===== config.mk =====
export PLATFORM = sky130hd
export DESIGN_NAME = rms_cell
export DESIGN_NICKNAME = d
export VERILOG_FILES = /design/src/rms_pkg.sv /design/src/rms_cell.sv
export SDC_FILE = /design/constraint.sdc
export NUM_CORES = 1
export LEC_CHECK = 0
export ABC_AREA = 1
export BUFFER_PORTS_ARGS = -buffer_cell sky130_fd_sc_hd__buf_4
export CORE_UTILIZATION = 44
export DETAILED_ROUTE_END_ITERATION = 7
export GPL_TIMING_DRIVEN = 0
export HOLD_SLACK_MARGIN = 0.03
export PLACE_DENSITY_LB_ADDON = 0.2
export SYNTH_ARGS = -nofsm -noshare
export SYNTH_HDL_FRONTEND = slang
export SYNTH_SLANG_ARGS = --single-unit

===== constraint.sdc =====
create_clock -name clk -period 3.3 [get_ports clk]
set_input_delay 0.495 -clock clk [delete_from_list [all_inputs] [get_ports clk]]
set_output_delay 0.495 -clock clk [all_outputs]
set_load 0.01 [all_outputs]

===== src/rms_pkg.sv =====
`timescale 1ns / 1ps
`default_nettype none
// ----------------------------------------------------------------------------
// rms_pkg: shared types and constants of the running median store
// Word layouts of the three channels, the per-cell control group and the
// default sizing of the sorted store.
// ----------------------------------------------------------------------------
package rms_pkg;

  localparam int DataW              = 32;
  localparam int CountW             = 7;
  localparam int DefaultStoreDepth  = 64;
  localparam logic signed [DataW-1:0] SeedReset = 32'sd34;

  // input word: one sample to insert
  typedef struct packed {
    logic signed [DataW-1:0] sample_value;
  } in_word_t;

  // result word: median and fill state after one sample
  typedef struct packed {
    logic signed [DataW-1:0] median_value;
    logic [CountW-1:0]       held_count;
    logic                    dropped;
  } out_word_t;

  // configuration word: new seed, restarts the store
  typedef struct packed {
    logic signed [DataW-1:0] seed_value;
  } cfg_word_t;

  // control broadcast to every cell of the chain
  typedef struct packed {
    logic insert;
    logic restart;
  } cell_ctl_t;

endpackage : rms_pkg
`default_nettype wire


===== src/rms_cell.sv =====
`timescale 1ns / 1ps
`default_nettype none
// ----------------------------------------------------------------------------
// rms_cell: one slot of the sorted insertion chain
// Holds one entry and its occupied flag. On insert, an entry greater than the
// sample moves one slot right; the first slot holding a larger entry (or, if
// there is none, the first empty slot) takes the sample.
// ----------------------------------------------------------------------------
module rms_cell #(
  parameter bit IS_HEAD = 1'b0
) (
  input  wire logic                                  clk,
  input  wire logic                                  rst_n,
  input  wire rms_pkg::cell_ctl_t                    ctl,
  input  wire logic signed [rms_pkg::DataW-1:0]      sample,
  input  wire logic signed [rms_pkg::DataW-1:0]      seed,
  input  wire logic signed [rms_pkg::DataW-1:0]      left_value,
  input  wire logic                                  left_gt,
  input  wire logic                                  left_valid,
  output logic signed [rms_pkg::DataW-1:0]           value,
  output logic                                       gt,
  output logic                                       valid
);
  import rms_pkg::*;

  logic signed [DataW-1:0] value_r;
  logic                    valid_r;
  logic                    take;

  // compare against the sample and decide whether this slot changes
  assign gt    = valid_r && (value_r > sample);
  assign take  = gt || (!valid_r && left_valid);
  assign value = value_r;
  assign valid = valid_r;

  // occupied flag: head is always occupied, the rest fill from the left
  always_ff @(posedge clk) begin
    if (!rst_n) begin
      valid_r <= IS_HEAD;
    end else if (ctl.restart) begin
      valid_r <= IS_HEAD;
    end else if (ctl.insert) begin
      valid_r <= valid_r | left_valid;
    end
  end

  // entry: head loads seed on restart, shift or take sample on insert
  always_ff @(posedge clk) begin
    if (!rst_n) begin
      if (IS_HEAD) begin
        value_r <= SeedReset;
      end
    end else if (ctl.restart) begin
      if (IS_HEAD) begin
        value_r <= seed;
      end
    end else if (ctl.insert && take) begin
      value_r <= left_gt ? left_value : sample;
    end
  end

endmodule : rms_cell
`default_nettype wire


==> key figures, run 1 <==
Timing
  – Achievable Freq: 393.3 MHz
  – Layout Skew: 3.854 ps
  – Slew headroom: 68.66%
  – Final setup TNS: 0 ps
  – Tmin final: 2543 ps
  – Final period util: 77.05%
  – Worst hold slack: 475.3 ps
  – Slew @ Worst Pin: around 470 ps
  – Slew Viols, Final: 0
  – Setup violations, final: 0
  – RSZ-0062 raised after global routing: no
  – Final Hold Violating Endpoints: 0
  – Setup ws final: 757.2 ps

Logic synthesis
  – Post-synthesis cell type count: 24
  – Yosys top cell by area: edfxtp_1
  – Share of the synthesized area in the top cell type: 43.15%
  – Yosys reg bits: 33
  – Ys Warns: 0
  – Cell area after synthesis: 2227 µm²
  – Cells after synthesis: between 200 and 300
  – Sequential area share after synthesis: around 44%
  – Post-Syn Area per Cell: ~9 µm²
  – Top cells by area, synth: edfxtp_1, ha_1, nand2_1
  – Mapped Nets: around 390

Power and ir drop
  – Switch share: 25.67%
  – Static Leakage: 1.579 nW
  – Clk network pwr share: 30.5%
  – Max VDD drop: 0.2013 mV
  – Combinational Power Share: 20.9%
  – Internal: 733.2 µW
  – Power Density: 309.8 nW/µm²
  – Flop pwr share: 48.6%
  – Psw: 253.3 µW

Worst setup path
  – Startpoint type of the worst setup path: flop
  – Cell Chain, Critical Path: ha_1 > nand2_1 > nor2_2 > nand2_2 > nor3_2 > nand2_1 > nand3_1 > nand3_2 > nor2_1 > buf_4
  – FF-to-FF End: value[21]
  – R2R Setup Slk: 900 ps
  – R2r startpoint: value[31]
  – WP data arrival: 2050 ps
  – Crit path to: gt
  – Slowest cell on crit path: edfxtp_1
  – Nature of the critical path endpoint: output pin
  – Worst Reg-to-Reg Cells: 10
  – Setup CP Type: flop to output pin
  – Worst Path Required: 2800 ps
  – Slowest stage delay, CP: 390 ps
  – Worst Setup SP: value[31]
  – Critical-path maximum fanout: 4
  – Most frequent CP cell: nand2_1

Layout
  – Layout area overhead: 42.98%
  – Most frequent cells in the layout: buf_4, nand2_1, inv_1
  – Finished Core Util: 66.54%
  – N_diodes: 0
  – Most common cell after layout, fill and taps aside: buf_4
  – Layout cell share with drive strength beyond 1: about a third
  – Nets@finish: 495
  – Fin cells: approximately 430

Die
  – Row Count: 25
  – Die Ht: 73.15 µm
  – # IOs: 136
  – Die Span X: 73.15 µm
  – Core ar.: 4786 µm²
  – Initial Utilization: 46.54%
  – Full die area: 5350 µm²

Drt
  – Remaining DRCs: 0
  – Starting DRT DRC Count: 81
  – First-pass DRT Iterations: 6
  – Total Wirelength: 5165 µm
  – Vias/cell: 4.825
  – Wire length per cell: between 10 and 15 µm
  – Vias: 2070
  – ANT nets after route: 0

Global route
  – Grt ovf: 0
  – First-pass GRT wire length: 8355 µm
  – Total GRT Usage: 20.56%
  – Pin count of the biggest net entering global routing: 27
  – Vias in the first global route: 1887
  – Initial antenna violation count: 0

CTS
  – H-tree Lvls: 2
  – Clk_lat worst skew: 280 ps
  – Post-cts resize count: 0
  – Clock buffer depth: 2
  – Clk sinks: 33
  – CTS tree: done
  – Root Buffer: clkbuf_8
  – # hold bufs at CTS: 0
  – Clock transition at path regs: 70 ps
  – # Post-CTS Setup Buffers: 0
  – Total CTS buffers: 5

Job
  – Max-Cap Viols: 0

Hold path
  – Hold Path Class: primary input to flop

Placement
  – Gp weighted congestion: 0.7245
  – Hpwl dp: 4183 µm
  – Port bufs: 102
  – Setup WS pre-CTS: 633.8 ps
  – Dpl cells: 421

Status
  – Status: finished clean
per-stage QoR:
step	instance area, µm²	power, mW
3_3_place_gp	3077	0.6880
2_1_floorplan	2227	0.5932
5_1_grt	3184	1.040
4_1_cts	3184	0.9947
6_report	3184	0.9865
3_5_place_dp	3104	0.6966
flip-flops by register name (all words and copies together), names as in the netlist:
signal / flops
value: 32
valid: 1
power groups by stage:
| stage | logic, mW | clock network (mW) | registers [mW] |
|---|---|---|---|
| final | 0.206 | 0.301 | 0.480 |
| after global routing | 0.234 | 0.326 | 0.481 |
| after detailed placement | 0.207 | 0 | 0.489 |
| after CTS | 0.209 | 0.306 | 0.480 |
| after global placement | 0.199 | 0 | 0.489 |
| after floorplan | 0.100 | 0 | 0.493 |
worst max-delay path, delay by kind of cell, from the launching register on:
family	cells	cell delay (ps)
adder cells (fa/ha/maj)	1	350
buffers and inverters	1	120
flip-flops	1	390
AND/OR/NAND/NOR	8	920
final cells by class:
type / count / area [µm²]
Buffer: 7 / 26.28
Clock buffer: 8 / 80.08
Fill cell: 438 / 1602
Inverter: 40 / 150.1
Multi-Input combinational cell: 171 / 1077
Sequential cell: 33 / 980.9
Tap cell: 67 / 83.83
Timing Repair Buffer: 103 / 785.8
synth_stat cells:
cell type	n
a21oi_1	12
nand2_2	3
o21ai_0	2
nand3_2	1
nand4_1	3
nand3_1	5
nand2_1	62
nor3_2	2
o211ai_1	1
clkbuf_1	7
dfxtp_1	1
o21a_1	1
inv_1	39
edfxtp_1	32
mux2_1	1
o21a_2	1
nor2_4	1
nor2_2	2
o21ai_1	31
nor2_1	7
inv_2	1
a21oi_2	3
a21o_1	1
ha_1	32
layer usage:
layer	vias to the layer above	routed length [µm]	global-route usage [%]	part of all wire, %
met5	-	0	0	0
met4	0	42	5.447	0.81
met3	4	402	5.525	7.8
met2	71	2594	35.39	50
met1	936	2124	25.31	41
li1	1059	-	-	-
how the worst min path moves through the flow:
stage,from,end,cells past startpoint,slack (ps)
final,ctl[0],valid,4,480
after CTS,ctl[0],valid,4,460
after floorplan,valid,valid,2,520
after global placement,valid,valid,2,500
after global routing,ctl[0],valid,4,470
after detailed placement,valid,valid,2,540
kinds of logic after synthesis:
| group | share of synthesized area [%] |
|---|---|
| flip-flops | 44.04 |
| AO/OA/AOI/OAI | 12.70 |
| buffers and inverters | 7.921 |
| AND/OR/NAND/NOR | 16.85 |
| multiplexers | 0.5056 |
| adder cells (fa/ha/maj) | 17.98 |
(Power assumes the default switching activity.)
==> run 2, diff against run 1 <==
--- a/config.mk
+++ b/config.mk
@@ -7,7 +7,7 @@
 export LEC_CHECK = 0
 export ABC_AREA = 1
 export BUFFER_PORTS_ARGS = -buffer_cell sky130_fd_sc_hd__buf_4
-export CORE_UTILIZATION = 44
+export CORE_UTILIZATION = 39
 export DETAILED_ROUTE_END_ITERATION = 7
 export GPL_TIMING_DRIVEN = 0
 export HOLD_SLACK_MARGIN = 0.03
==> constraint.sdc (replaced) <==
create_clock -name clk -period 2.1 [get_ports clk]
set_input_delay 0.315 -clock clk [delete_from_list [all_inputs] [get_ports clk]]
set_output_delay 0.315 -clock clk [all_outputs]
set_load 0.01 [all_outputs]
==> run 2 against run 1 <==
Effect of this change:
- register-to-register slack worse by 1100 ps
- die area rose by 12%
- worst setup slack lost 960 ps
- sequential power up 58%
- cell count increased by 6.1%
- power up 66%
- cell area up 15%
- sequential share of layout area is 3.9 points lower
- global-route usage down 0.92 points
- highest routed layer unchanged
- combinational power grew 99%
- the run now ends with setup timing left
- critical path type unchanged
- routed wire length is 14% higher
==> key figures, run 2 (synthesis gave the netlist of run 1 again) <==
Status
  – Status: finished, violations left
  – Failing checks: setup timing

Placement
  – Hpwl dp: 4133 µm
  – Setup WS pre-CTS: -738.2 ps
  – Port bufs: around 100
  – Dpl cells: ~430
  – Dpl cell area: 3115 µm²
  – Gp weighted congestion: 0.7100

Timing
  – Worst hold slack: 289.7 ps
  – Final setup TNS: -5995 ps
  – Layout Skew: 13.08 ps
  – Tmin final: 2307 ps
  – Setup violations, final: 33
  – Final period util: 109.9%
  – RSZ-0062 raised after global routing: yes
  – Slew @ Worst Pin: 599.5 ps
  – Slew headroom: 59.86%
  – Achievable Freq: roughly 430 MHz
  – Slew Viols, Final: 0
  – Setup ws final: -207.0 ps
  – Final Hold Violating Endpoints: 0

Worst setup path
  – Setup CP Type: flop to output pin
  – Critical-path maximum fanout: 2
  – Slowest cell on crit path: edfxtp_1
  – Slowest stage delay, CP: approximately 450 ps
  – Most frequent CP cell: nand2_2
  – Nature of the critical path endpoint: output pin
  – Cell Chain, Critical Path: ha_4 > nand2_2 > nor2_2 > nand2_2 > nor3_4 > nand2_4 > nand2_2 > nand2_2 > nand3_4 > nor2_2 > buf_4
  – Startpoint type of the worst setup path: flop
  – WP data arrival: 1990 ps
  – Worst Path Required: 1780 ps

Hold path
  – Hold Path Class: primary input to flop

Drt
  – Vias: around 2.2k
  – Total Wirelength: 5905 µm
  – Remaining DRCs: 0
  – Vias/cell: 4.747
  – Wire length per cell: 12.98 µm
  – ANT nets after route: 0
  – Starting DRT DRC Count: 49
  – First-pass DRT Iterations: 4

Die
  – Row Count: 27
  – Core ar.: 5507 µm²
  – Die Ht: between 70 and 80 µm
  – Die Span X: just under 80 µm
  – Initial Utilization: 40.45%
  – # IOs: 136
  – Full die area: 6017 µm²

Layout
  – Most frequent cells in the layout: buf_4, nand2_1, inv_1
  – Post-route cell area: 3652 µm²
  – Most common cell after layout, fill and taps aside: buf_4
  – Flip-flop count of the largest register after layout: 32
  – Fin cells: 455
  – Layout cell share with drive strength beyond 1: 46.21%
  – Layout area overhead: 63.99%
  – Finished Core Util: 66.33%
  – Nets@finish: 517
  – N_diodes: 0

Power and ir drop
  – Psw: 451.4 µW
  – Power Density: 449.0 nW/µm²
  – Combinational Power Share: 25.0%
  – Max VDD drop: 0.2976 mV
  – Internal: 1.188 mW
  – Switch share: 27.53%
  – Flop pwr share: between 40% and 50%
  – Clk network pwr share: about 29%
  – Static Leakage: 1.741 nW
  – Total chip power: approximately 1.6 mW

CTS
  – # hold bufs at CTS: 0
  – CTS tree: done
  – Total CTS buffers: 5
  – Root Buffer: clkbuf_8
  – Clk sinks: 33
  – Clock transition at path regs: 70 ps
  – Clk_lat worst skew: 290 ps
  – Clock buffer depth: 2
  – H-tree Lvls: 2

Job
  – Max-Cap Viols: 0

Global route
  – Pin count of the biggest net entering global routing: 17
  – Vias in the first global route: ~2k
  – Total GRT Usage: 19.64%
  – Grt ovf: 0
  – First-pass GRT wire length: ~9200 µm
  – Initial antenna violation count: 0
==> run 2: cell types whose count changed in the layout (fill, tap and decap cells not counted), sizes merged <==
cell and delta:
a21oi +1, buf +21, clkbuf -2, clkinv +1
==> run 2: power by group through the flow <==
stage	Sequential, mW	Combinational, mW	Clock (mW)
6_report	0.757	0.409	0.474
5_1_grt	0.758	0.460	0.509
4_1_cts	0.755	0.358	0.483
3_5_place_dp	0.770	0.328	0
3_3_place_gp	0.769	0.321	0
2_1_floorplan	0.775	0.162	0
==> run 2: final timing paths <==
check | from | endpoint | slack, ps | cells after the start
worst max-delay path | value[23] | gt | -210 | 11
worst min-delay path | ctl[0] | valid | 290 | 4
worst max register to register | value[19] | value[6] | -190 | 12
worst min register to register | valid | valid | 630 | 2
==> run 2: area by class of cell <==
type                            count  area (µm²)
Clock inverter                      1       3.754
Timing Repair Buffer              124       958.4
Sequential cell                    33       980.9
Inverter                           40       150.1
Clock buffer                        6       72.57
Buffer                              7       26.28
Multi-Input combinational cell    172        1370
Tap cell                           72       90.09
Fill cell                         483        1854
==> run 2: metal layers <==
metal	vias to the layer above	routed length, µm	GRT usage (%)
li1	1106	-	-
met1	990	2513	24.65
met2	56	3035	33.01
met3	8	266	3.882
met4	0	90	7.736
met5	-	0	0
==> run 2: timing repair <==
item,4_1_cts,5_1_grt
cloned,1,0
setup buffers,12,10
pin swaps,15,25
setup endpoints to repair,33,33
gates resized for setup,12,34
==> run 2: worst max-delay path, delay by kind of cell (launching register included) <==
family / cells / cell delay, ps
simple gates: 9 / 800
flops: 1 / 450
fa+ha+maj: 1 / 310
buf+inv: 1 / 130
